===== config.mk =====
export PLATFORM = sky130hd
export DESIGN_NAME = json_string_escaper_utf8_validating
export DESIGN_NICKNAME = d
export VERILOG_FILES = /design/src/rtl/jse_pkg.sv /design/src/rtl/json_string_escaper_utf8_validating.sv /design/src/rtl/jse_front.sv /design/src/rtl/jse_queue.sv /design/src/rtl/jse_back.sv
export SDC_FILE = /design/constraint.sdc
export NUM_CORES = 1
export LEC_CHECK = 0
export BUFFER_PORTS_ARGS = -buffer_cell sky130_fd_sc_hd__buf_2
export CAP_MARGIN = 30
export CORE_UTILIZATION = 63
export DETAILED_ROUTE_END_ITERATION = 8
export PLACE_DENSITY = 0.91
export SYNTH_ARGS = -nofsm -noshare
export SYNTH_HDL_FRONTEND = slang
export SYNTH_HIERARCHICAL = 1
export SYNTH_SLANG_ARGS = --single-unit

===== constraint.sdc =====
create_clock -name clk -period 14.1 [get_ports clk]
set_input_delay 0.705 -clock clk [delete_from_list [all_inputs] [get_ports clk]]
set_output_delay 0.705 -clock clk [all_outputs]
set_load 0.005 [all_outputs]

===== src/rtl/jse_pkg.sv =====
// ---------------------------------------------------------------------------
// jse_pkg
// shared types and character codes of the json string escaper
// ---------------------------------------------------------------------------
package jse_pkg;

  // characters used by the front, the back or both
  localparam logic [7:0] CH_QUOTE  = 8'h22;
  localparam logic [7:0] CH_BSLASH = 8'h5c;
  localparam logic [7:0] CH_U      = 8'h75;
  localparam logic [7:0] CH_ZERO   = 8'h30;
  localparam logic [7:0] CH_F      = 8'h66;
  localparam logic [7:0] CH_D      = 8'h64;

  // length of the main piece: up to six literal characters
  localparam int unsigned MAIN_MAX = 6;

  // replacement escape is six characters long, last index 5
  localparam logic [2:0] REP_LAST = 3'd5;

  // queue depth between front and back
  localparam int unsigned Q_DEPTH = 2;

  // one command: everything a single input byte causes, in output order
  typedef struct packed {
    logic                       open;      // opening quote
    logic [2:0]                 rep_a;     // replacements before the main piece
    logic [2:0]                 main_len;  // literal characters in main
    logic [MAIN_MAX-1:0][7:0]   main;      // literal characters
    logic [1:0]                 rep_b;     // replacements after the main piece
    logic                       close;     // closing quote
  } jse_cmd_t;

  // queue head as seen by the back
  typedef struct packed {
    logic     valid;
    jse_cmd_t cmd;
  } jse_head_t;

endpackage


===== src/rtl/json_string_escaper_utf8_validating.sv =====
// ---------------------------------------------------------------------------
// json_string_escaper_utf8_validating
// streaming json string escaper with utf-8 validation, top level
// ---------------------------------------------------------------------------
// Bytes of a string enter one per transfer, the last one flagged by
// in_end_of_string; the block sends the quoted, escaped JSON text one
// character per output transfer, final_char marking the closing quote.
// Quote, backslash and BS/FF/LF/CR/TAB get two-character escapes, other
// control bytes become \u00xx, ASCII passes unchanged, and a multi-byte UTF-8
// sequence is held until its last byte: well formed it passes raw, otherwise
// each of its bytes becomes \ufffd (as do stray bytes and bytes still held at
// the end of the string). The input takes one byte per cycle as long as the
// output keeps up; the output moves one character per cycle while out_ready
// is high, so a long expansion holds the output for each of its characters,
// and the two-entry command queue between the classifying front and the
// emitting back is what then holds the input off. A byte that only extends
// a held sequence pushes no command and takes no output character. An
// accepted byte's command is registered in the queue, and its characters
// then leave through the back's output register. No start-up pass after reset.
// ---------------------------------------------------------------------------
module json_string_escaper_utf8_validating
  import jse_pkg::*;
(
  input  logic       clk,
  input  logic       rst_n,
  input  logic       in_valid,
  output logic       in_ready,
  input  logic [7:0] in_data_in,
  input  logic       in_end_of_string,
  output logic       out_valid,
  input  logic       out_ready,
  output logic [7:0] out_out_char,
  output logic       out_final_char
);

  // command from the front and queue status
  jse_cmd_t  cmd;
  logic      push;
  logic      q_full;
  jse_head_t head;
  logic      pop;

  // front: utf-8 tracking and classification of each transfer
  jse_front u_front (
    .clk              (clk),
    .rst_n            (rst_n),
    .in_valid         (in_valid),
    .in_ready         (in_ready),
    .in_data_in       (in_data_in),
    .in_end_of_string (in_end_of_string),
    .q_full           (q_full),
    .push             (push),
    .cmd              (cmd)
  );

  // decouples the two sides so each can stall on its own
  jse_queue u_queue (
    .clk      (clk),
    .rst_n    (rst_n),
    .push     (push),
    .push_cmd (cmd),
    .pop      (pop),
    .full     (q_full),
    .head     (head)
  );

  // back: expands the head command, output register included
  jse_back u_back (
    .clk            (clk),
    .rst_n          (rst_n),
    .head           (head),
    .pop            (pop),
    .out_valid      (out_valid),
    .out_ready      (out_ready),
    .out_out_char   (out_out_char),
    .out_final_char (out_final_char)
  );

endmodule


===== src/rtl/jse_front.sv =====
// ---------------------------------------------------------------------------
// jse_front
// takes bytes, tracks utf-8 sequence state and turns each byte into a command
// ---------------------------------------------------------------------------
module jse_front
  import jse_pkg::*;
(
  input  logic       clk,
  input  logic       rst_n,
  input  logic       in_valid,
  output logic       in_ready,
  input  logic [7:0] in_data_in,
  input  logic       in_end_of_string,
  input  logic       q_full,
  output logic       push,
  output jse_cmd_t   cmd
);

  localparam logic [7:0] MASK_CONT = 8'hc0;
  localparam logic [7:0] CODE_CONT = 8'h80;
  localparam logic [7:0] MASK_L2   = 8'he0;
  localparam logic [7:0] CODE_L2   = 8'hc0;
  localparam logic [7:0] MASK_L3   = 8'hf0;
  localparam logic [7:0] CODE_L3   = 8'he0;
  localparam logic [7:0] MASK_L4   = 8'hf8;
  localparam logic [7:0] CODE_L4   = 8'hf0;
  localparam logic [20:0] MIN_L2   = 21'h80;
  localparam logic [20:0] MIN_L3   = 21'h800;
  localparam logic [20:0] MIN_L4   = 21'h10000;
  localparam logic [20:0] MAX_CP   = 21'h10ffff;
  localparam logic [20:0] SUR_LO   = 21'hd800;
  localparam logic [20:0] SUR_HI   = 21'hdfff;
  localparam logic [2:0]  LEN_2    = 3'd2;
  localparam logic [2:0]  LEN_3    = 3'd3;
  localparam logic [2:0]  LEN_4    = 3'd4;

  function automatic logic [7:0] hex_char(input logic [3:0] v);
    logic [7:0] c;
    if (v < 4'd10) c = CH_ZERO + {4'd0, v};
    else c = 8'h61 + {4'd0, v} - 8'd10;
    return c;
  endfunction

  logic            inside_r, inside_nxt;
  logic [2:0][7:0] pend_r, pend_nxt;
  logic [1:0]      pcnt_r, pcnt_nxt;
  logic [2:0]      elen_r, elen_nxt;

  logic [7:0]      b;
  logic            is_cont, do_fresh, seq_ok, accept;
  logic [3:0][7:0] seq;
  logic [20:0]     cp;
  logic [7:0]      esc;
  logic [2:0]      lead_len;

  assign b        = in_data_in;
  assign is_cont  = (b & MASK_CONT) == CODE_CONT;
  assign in_ready = !q_full;
  assign accept   = in_valid && in_ready;

  // held sequence with the new byte in its final place
  always_comb begin
    seq = {8'd0, pend_r[2], pend_r[1], pend_r[0]};
    case (elen_r)
      LEN_2:   seq[1] = b;
      LEN_3:   seq[2] = b;
      LEN_4:   seq[3] = b;
      default: seq[1] = b;
    endcase
  end

  // code point and validity of a completed sequence
  always_comb begin
    case (elen_r)
      LEN_2: begin
        cp     = {10'd0, seq[0][4:0], seq[1][5:0]};
        seq_ok = cp >= MIN_L2;
      end
      LEN_3: begin
        cp     = {5'd0, seq[0][3:0], seq[1][5:0], seq[2][5:0]};
        seq_ok = (cp >= MIN_L3) && !((cp >= SUR_LO) && (cp <= SUR_HI));
      end
      LEN_4: begin
        cp     = {seq[0][2:0], seq[1][5:0], seq[2][5:0], seq[3][5:0]};
        seq_ok = (cp >= MIN_L4) && (cp <= MAX_CP);
      end
      default: begin
        cp     = '0;
        seq_ok = 1'b0;
      end
    endcase
  end

  // short escapes
  always_comb begin
    case (b)
      8'h22:   esc = CH_QUOTE;
      8'h5c:   esc = CH_BSLASH;
      8'h08:   esc = 8'h62;
      8'h0c:   esc = CH_F;
      8'h0a:   esc = 8'h6e;
      8'h0d:   esc = 8'h72;
      8'h09:   esc = 8'h74;
      default: esc = 8'h00;
    endcase
  end

  always_comb begin
    if ((b & MASK_L2) == CODE_L2) lead_len = LEN_2;
    else if ((b & MASK_L3) == CODE_L3) lead_len = LEN_3;
    else if ((b & MASK_L4) == CODE_L4) lead_len = LEN_4;
    else lead_len = 3'd0;
  end

  always_comb begin
    cmd        = '0;
    cmd.open   = !inside_r;
    pend_nxt   = pend_r;
    pcnt_nxt   = pcnt_r;
    elen_nxt   = elen_r;
    do_fresh   = 1'b1;
    inside_nxt = !in_end_of_string;

    if (pcnt_r != 2'd0) begin
      if (is_cont) begin
        do_fresh = 1'b0;
        if (({1'b0, pcnt_r} + 3'd1) >= elen_r) begin
          // sequence complete
          if (seq_ok) begin
            cmd.main_len = elen_r;
            cmd.main[3:0] = seq;
          end else begin
            cmd.rep_a = elen_r;
          end
          pcnt_nxt = 2'd0;
          elen_nxt = 3'd0;
        end else begin
          if (pcnt_r == 2'd1) pend_nxt[1] = b;
          else pend_nxt[2] = b;
          pcnt_nxt = pcnt_r + 2'd1;
        end
      end else begin
        // broken sequence: each held byte replaced, new byte examined afresh
        cmd.rep_a = {1'b0, pcnt_r};
        pcnt_nxt  = 2'd0;
        elen_nxt  = 3'd0;
      end
    end

    if (do_fresh) begin
      if (esc != 8'h00) begin
        cmd.main_len = 3'd2;
        cmd.main[0]  = CH_BSLASH;
        cmd.main[1]  = esc;
      end else if (b < 8'h20) begin
        cmd.main_len = 3'd6;
        cmd.main[0]  = CH_BSLASH;
        cmd.main[1]  = CH_U;
        cmd.main[2]  = CH_ZERO;
        cmd.main[3]  = CH_ZERO;
        cmd.main[4]  = hex_char(b[7:4]);
        cmd.main[5]  = hex_char(b[3:0]);
      end else if (b < 8'h80) begin
        cmd.main_len = 3'd1;
        cmd.main[0]  = b;
      end else if (lead_len == 3'd0) begin
        // stray byte
        cmd.rep_a = cmd.rep_a + 3'd1;
      end else begin
        pend_nxt[0] = b;
        pcnt_nxt    = 2'd1;
        elen_nxt    = lead_len;
      end
    end

    if (in_end_of_string) begin
      cmd.rep_b = pcnt_nxt;
      cmd.close = 1'b1;
      pcnt_nxt  = 2'd0;
      elen_nxt  = 3'd0;
    end
  end

  // commands that produce nothing are not queued
  assign push = accept && (cmd.open || (cmd.rep_a != 3'd0) || (cmd.main_len != 3'd0) ||
                           (cmd.rep_b != 2'd0) || cmd.close);

  always_ff @(posedge clk) begin
    if (!rst_n) begin
      inside_r <= 1'b0;
      pcnt_r   <= 2'd0;
      elen_r   <= 3'd0;
    end else if (accept) begin
      inside_r <= inside_nxt;
      pcnt_r   <= pcnt_nxt;
      elen_r   <= elen_nxt;
    end
  end

  always_ff @(posedge clk) begin
    if (accept) begin
      pend_r <= pend_nxt;
    end
  end

`ifndef SYNTHESIS
  a_pend_shorter: assert property (@(posedge clk) disable iff (!rst_n)
    (pcnt_r != 2'd0) |-> ({1'b0, pcnt_r} < elen_r))
    else $error("held byte count not below sequence length");
  a_len_idle: assert property (@(posedge clk) disable iff (!rst_n)
    (pcnt_r == 2'd0) |-> (elen_r == 3'd0))
    else $error("sequence length set with nothing held");
  a_end_clears: assert property (@(posedge clk) disable iff (!rst_n)
    (accept && in_end_of_string) |=> (!inside_r && (pcnt_r == 2'd0)))
    else $error("string state not cleared after last byte");
`endif

endmodule


===== src/rtl/jse_queue.sv =====
// ---------------------------------------------------------------------------
// jse_queue
// short command queue between the front and the back
// ---------------------------------------------------------------------------
module jse_queue
  import jse_pkg::*;
(
  input  logic      clk,
  input  logic      rst_n,
  input  logic      push,
  input  jse_cmd_t  push_cmd,
  input  logic      pop,
  output logic      full,
  output jse_head_t head
);

  jse_cmd_t   q_r [Q_DEPTH];
  logic       wp_r, rp_r;
  logic [1:0] cnt_r;

  assign full       = cnt_r == 2'(Q_DEPTH);
  assign head.valid = cnt_r != 2'd0;
  assign head.cmd   = q_r[rp_r];

  always_ff @(posedge clk) begin
    if (!rst_n) begin
      wp_r  <= 1'b0;
      rp_r  <= 1'b0;
      cnt_r <= 2'd0;
    end else begin
      if (push) wp_r <= !wp_r;
      if (pop) rp_r <= !rp_r;
      cnt_r <= cnt_r + {1'b0, push} - {1'b0, pop};
    end
  end

  always_ff @(posedge clk) begin
    if (push) begin
      q_r[wp_r] <= push_cmd;
    end
  end

`ifndef SYNTHESIS
  a_no_overflow: assert property (@(posedge clk) disable iff (!rst_n)
    !(push && full && !pop))
    else $error("command pushed into full queue");
  a_no_underflow: assert property (@(posedge clk) disable iff (!rst_n)
    pop |-> head.valid)
    else $error("command popped from empty queue");
`endif

endmodule


===== src/rtl/jse_back.sv =====
// ---------------------------------------------------------------------------
// jse_back
// walks the head command into the output register, one char per unstalled cycle
// ---------------------------------------------------------------------------
module jse_back
  import jse_pkg::*;
(
  input  logic      clk,
  input  logic      rst_n,
  input  jse_head_t head,
  output logic      pop,
  output logic      out_valid,
  input  logic      out_ready,
  output logic [7:0] out_out_char,
  output logic      out_final_char
);

  localparam logic [2:0] PH_OPEN  = 3'd0;
  localparam logic [2:0] PH_REPA  = 3'd1;
  localparam logic [2:0] PH_MAIN  = 3'd2;
  localparam logic [2:0] PH_REPB  = 3'd3;
  localparam logic [2:0] PH_CLOSE = 3'd4;

  function automatic logic [7:0] rep_char(input logic [2:0] i);
    logic [7:0] c;
    case (i)
      3'd0:    c = CH_BSLASH;
      3'd1:    c = CH_U;
      3'd2:    c = CH_F;
      3'd3:    c = CH_F;
      3'd4:    c = CH_F;
      default: c = CH_D;
    endcase
    return c;
  endfunction

  jse_cmd_t   cmd;
  logic [2:0] ph_r, ph_nxt, cnt_r, cnt_nxt, sub_r, sub_nxt, eff, cnt_inc;
  logic       done, later, last, fire;
  logic [7:0] ch;
  logic       out_valid_r;
  logic [7:0] out_char_r;
  logic       out_final_r;

  assign cmd     = head.cmd;
  assign cnt_inc = cnt_r + 3'd1;

  // first phase at or after the current one that has something to emit
  always_comb begin
    if (cmd.open && (ph_r == PH_OPEN)) eff = PH_OPEN;
    else if ((cmd.rep_a != 3'd0) && (ph_r <= PH_REPA)) eff = PH_REPA;
    else if ((cmd.main_len != 3'd0) && (ph_r <= PH_MAIN)) eff = PH_MAIN;
    else if ((cmd.rep_b != 2'd0) && (ph_r <= PH_REPB)) eff = PH_REPB;
    else eff = PH_CLOSE;
  end

  always_comb begin
    case (eff)
      PH_OPEN: begin
        ch   = CH_QUOTE;
        done = 1'b1;
      end
      PH_REPA: begin
        ch   = rep_char(sub_r);
        done = (sub_r == REP_LAST) && (cnt_inc == cmd.rep_a);
      end
      PH_MAIN: begin
        ch   = cmd.main[cnt_r];
        done = cnt_inc == cmd.main_len;
      end
      PH_REPB: begin
        ch   = rep_char(sub_r);
        done = (sub_r == REP_LAST) && (cnt_inc == {1'b0, cmd.rep_b});
      end
      default: begin
        ch   = CH_QUOTE;
        done = 1'b1;
      end
    endcase
  end

  assign later = ((eff < PH_REPA) && (cmd.rep_a != 3'd0)) ||
                 ((eff < PH_MAIN) && (cmd.main_len != 3'd0)) ||
                 ((eff < PH_REPB) && (cmd.rep_b != 2'd0)) ||
                 ((eff < PH_CLOSE) && cmd.close);
  assign last  = done && !later;
  assign fire  = head.valid && (!out_valid_r || out_ready);
  assign pop   = fire && last;

  always_comb begin
    ph_nxt  = eff;
    cnt_nxt = cnt_r;
    sub_nxt = sub_r;
    if (last) begin
      ph_nxt  = PH_OPEN;
      cnt_nxt = 3'd0;
      sub_nxt = 3'd0;
    end else if (done) begin
      ph_nxt  = eff + 3'd1;
      cnt_nxt = 3'd0;
      sub_nxt = 3'd0;
    end else if (eff == PH_MAIN) begin
      cnt_nxt = cnt_inc;
    end else if (sub_r == REP_LAST) begin
      sub_nxt = 3'd0;
      cnt_nxt = cnt_inc;
    end else begin
      sub_nxt = sub_r + 3'd1;
    end
  end

  always_ff @(posedge clk) begin
    if (!rst_n) begin
      ph_r        <= PH_OPEN;
      cnt_r       <= 3'd0;
      sub_r       <= 3'd0;
      out_valid_r <= 1'b0;
    end else begin
      if (fire) begin
        ph_r  <= ph_nxt;
        cnt_r <= cnt_nxt;
        sub_r <= sub_nxt;
      end
      if (fire) out_valid_r <= 1'b1;
      else if (out_ready) out_valid_r <= 1'b0;
    end
  end

  always_ff @(posedge clk) begin
    if (fire) begin
      out_char_r  <= ch;
      out_final_r <= eff == PH_CLOSE;
    end
  end

  assign out_valid      = out_valid_r;
  assign out_out_char   = out_char_r;
  assign out_final_char = out_final_r;

`ifndef SYNTHESIS
  a_final_is_quote: assert property (@(posedge clk) disable iff (!rst_n)
    (out_valid_r && out_final_r) |-> (out_char_r == CH_QUOTE))
    else $error("final character is not a closing quote");
`endif

endmodule

==> flow_summary.json <==
{
  "via_per_inst": 6.45,
  "pwr-share-clk_pct": 27.8,
  "setup_viol": 0,
  "drc": 0,
  "syn-cell-area_sq_um": 8730,
  "multi_input_area_sq_um": 3540,
  "grt_pass1_wl_um": 29200,
  "cts_hold_buf": 0,
  "synthFlopType": "edfxtp_1",
  "routed-via-count": 5624,
  "finalCriticalPeriod_ns": 5.49,
  "fp.dieH_um": 120,
  "ios": 24,
  "synthArstFlopShare_pct": 0,
  "synth_cell_types": 92,
  "post_cts_buffers": 0,
  "drt_iter0_drc": 606,
  "reg2reg_to": "u_queue/cnt_r[1]",
  "cts_resized": 0,
  "dp_hpwl_um": 12300,
  "clk_latency_ns": 0.43,
  "startpoint_type": "flip-flop",
  "slew_headroom_pct": 37.6,
  "crit_type": "flip-flop to flip-flop",
  "critical_path_peak_fanout": 58,
  "final_area_sq_um": 9500,
  "status": "complete, no violations",
  "grt_overflow": 0,
  "grt_max_degree": 59,
  "required_ns": 14.46,
  "finish.utilization_pct": 70.9,
  "dr.pass1.iters": 5,
  "drive_above_1_share_pct": 25.3,
  "ant_nets": 0,
  "yosysWarnings": 6,
  "vdd_drop_max_v": 0.0000887,
  "synth.area.top_cells": "edfxtp_1, mux2_2, dfxtp_1, mux2_4, ha_1",
  "cts.htree.levels": 4,
  "placed_area_sq_um": 8930,
  "fin_worst_skew_ns": 0.00790,
  "rsz0062_at_grt": "no",
  "yosys.area.top_type": "edfxtp_1",
  "power.leakage_nw": 3.52,
  "worstSetupEndpointType": "flip-flop",
  "r2r_slack_ns": 8.61,
  "power_density_nw_per_um2": 167,
  "intPower_w": 0.00107,
  "grt_pass1_vias": 5401,
  "grt.total_usage_pct": 27.2,
  "clock_sinks": 170,
  "fin_setup_tns_ns": 0,
  "max_freq_ghz": 0.182,
  "holdPathStages": 2,
  "diodes": 0,
  "combPwrFrac_pct": 30.5,
  "max-cap-violations": 0,
  "drt-wirelength-per-cell_um": 21.0,
  "place.gp.congestion": 0.926,
  "postSynthAreaPerCell_sq_um": 13.2,
  "rows": 42,
  "hold_path.class": "flip-flop to flip-flop",
  "placement.io_buffers": 23,
  "seqCellArea_sq_um": 4900,
  "die_w_um": 120,
  "cts_buffers": 17,
  "final_hold_viol_count": 0,
  "cp.arrival_ns": 5.85,
  "clk_pin_slew_worst_paths_ns": 0.07,
  "ys_ff_latch": 170,
  "clk_path_buf_depth": 2,
  "core_area_sq_um": 13400,
  "tightest_slew_ns": 0.932,
  "wl_um": 18300,
  "swShare_pct": 32.6,
  "root_buffer": "clkbuf_16",
  "power_switching_w": 0.000516,
  "start_util_pct": 65.1,
  "fillCellCount": 847,
  "seq_area_frac_synth_pct": 56.1,
  "reg2reg_depth": 19,
  "dieArea_sq_um": 14300,
  "postSynthCellCount": 662,
  "synth_top_area_share_pct": 51.3,
  "hold_end": "u_back/out_valid",
  "grt_antenna_before_repair": 0,
  "min_from": "u_back/out_valid",
  "cts_tree": "yes",
  "maxSlewViolCount": 0,
  "nets": 718,
  "area_growth_pct": 8.83,
  "seq_power_share_pct": 41.7,
  "period_share_pct": 38.9,
  "synth_edf_count": 149
}
==> how the worst max path moves through the flow <==
stage / to / slack [ns] / cells after the start
2_1_floorplan: u_queue/q_r[0][0] / 8.28 / 14
3_3_place_gp: u_queue/cnt_r[1] / 8.95 / 19
3_5_place_dp: u_queue/cnt_r[1] / 8.79 / 19
4_1_cts: u_queue/cnt_r[1] / 8.64 / 19
5_1_grt: u_queue/cnt_r[1] / 8.27 / 19
6_report: u_queue/cnt_r[1] / 8.61 / 19
==> cells in the mapped netlist, types with 6 or more instances <==
cell,n
edfxtp_1,149
mux2_2,46
and2_1,13
clkbuf_1,9
buf_2,10
nor2b_1,19
nor2_1,42
a21oi_1,22
o21ai_0,15
o22ai_1,6
a22oi_1,13
o21ai_1,7
mux2i_1,10
buf_4,8
nand2_1,34
nor3_1,12
nand2b_1,6
mux4_2,8
mux2_4,20
dfxtp_1,21
ha_1,22
inv_1,30
==> critical path, stage by stage (launching register included) <==
cell and delay (ns):
dfxtp_2 0.32, buf_4 0.65, mux2_4 0.36, or3_4 0.41
a21oi_2 0.29, nand2_1 0.17, inv_1 0.11, ha_1 0.15
ha_1 0.46, mux2i_1 0.35, xnor2_1 0.15, nand4_1 0.27
o221ai_4 0.41, nand2b_4 0.09, nor2_1 0.18, ha_1 0.26
inv_1 0.06, ha_1 0.13, xnor3_1 0.40, nor2b_1 0.15
==> cells in the final DEF (no fill, tap or decap), drive strengths merged, types with 6 or more instances in the layout <==
cell / count
nor2b: 19
a21boi: 7
o21ai: 23
nand3b: 6
mux2: 66
a21oi: 25
nand2: 35
clkbuf: 17
nor2: 43
or3: 6
buf: 29
mux4: 8
inv: 38
edfxtp: 149
dfxtp: 21
ha: 22
o22ai: 7
or2: 7
nand2b: 7
clkinv: 6
nor3: 12
and2: 14
a21o: 6
a22oi: 13
conb: 7
mux2i: 10
==> state kept, by name, indices dropped and copies added (netlist names), 2 cells and up, named ones only <==
name and cells:
u_back/out_out_char 8, u_front/pcnt_r 2, u_queue/cnt_r 2, u_back/sub_r 3, u_back/cnt_r 3, u_queue/q_r 116
u_front/elen_r 3, u_front/pend_r 24, u_back/ph_r 3
==> area by class of cell <==
cell class | count | area share (%)
Timing Repair Buffer | 29 | 1.66
Inverter | 32 | 1.26
Sequential cell | 170 | 51.5
Clock inverter | 15 | 1.46
Multi-Input combinational cell | 433 | 37.3
Tap cell | 176 | 2.32
Clock buffer | 17 | 4.48
==> layer usage <==
layer | wire length (um) | share of wire [%] | global-route usage (%) | up-vias
li1 | - | - | - | 2541
met1 | 7190 | 39 | 34.9 | 2726
met2 | 9360 | 51 | 45.9 | 313
met3 | 1390 | 7.6 | 5.85 | 44
met4 | 384 | 2.1 | 8.98 | 0
met5 | 0 | 0 | 0 | -
==> through the flow <==
stage	total power, W	instances	hold slack [ns]	worst slack [ns]
2_1_floorplan	0.00103	668	0.463	8.28
3_3_place_gp	0.00113	839	0.487	8.95
3_5_place_dp	0.00114	840	0.505	8.79
4_1_cts	0.00158	872	0.515	8.64
5_1_grt	0.00165	872	0.531	8.27
6_report	0.00158	872	0.509	8.61
==> cell families after synthesis <==
group	after synthesis	share of synthesized area [%]
other	1	0.0430
xor gates and xnor gates	12	1.53
AOI/OAI and AO/OA	130	11.4
muxes	84	12.6
DFF	170	56.1
buffers and inverters	65	3.71
adders and majority gates	22	3.15
and+or+nand+nor	178	11.5
==> power by group through the flow <==
stage	registers (W)	clock network, W	logic [W]
floorplan	0.000666	0	0.000361
global placement	0.000665	0	0.000465
detailed placement	0.000671	0	0.000471
CTS	0.000661	0.000444	0.000480
global route	0.000666	0.000467	0.000520
finish	0.000661	0.000440	0.000483
Power figures use the tool's default switching activity.
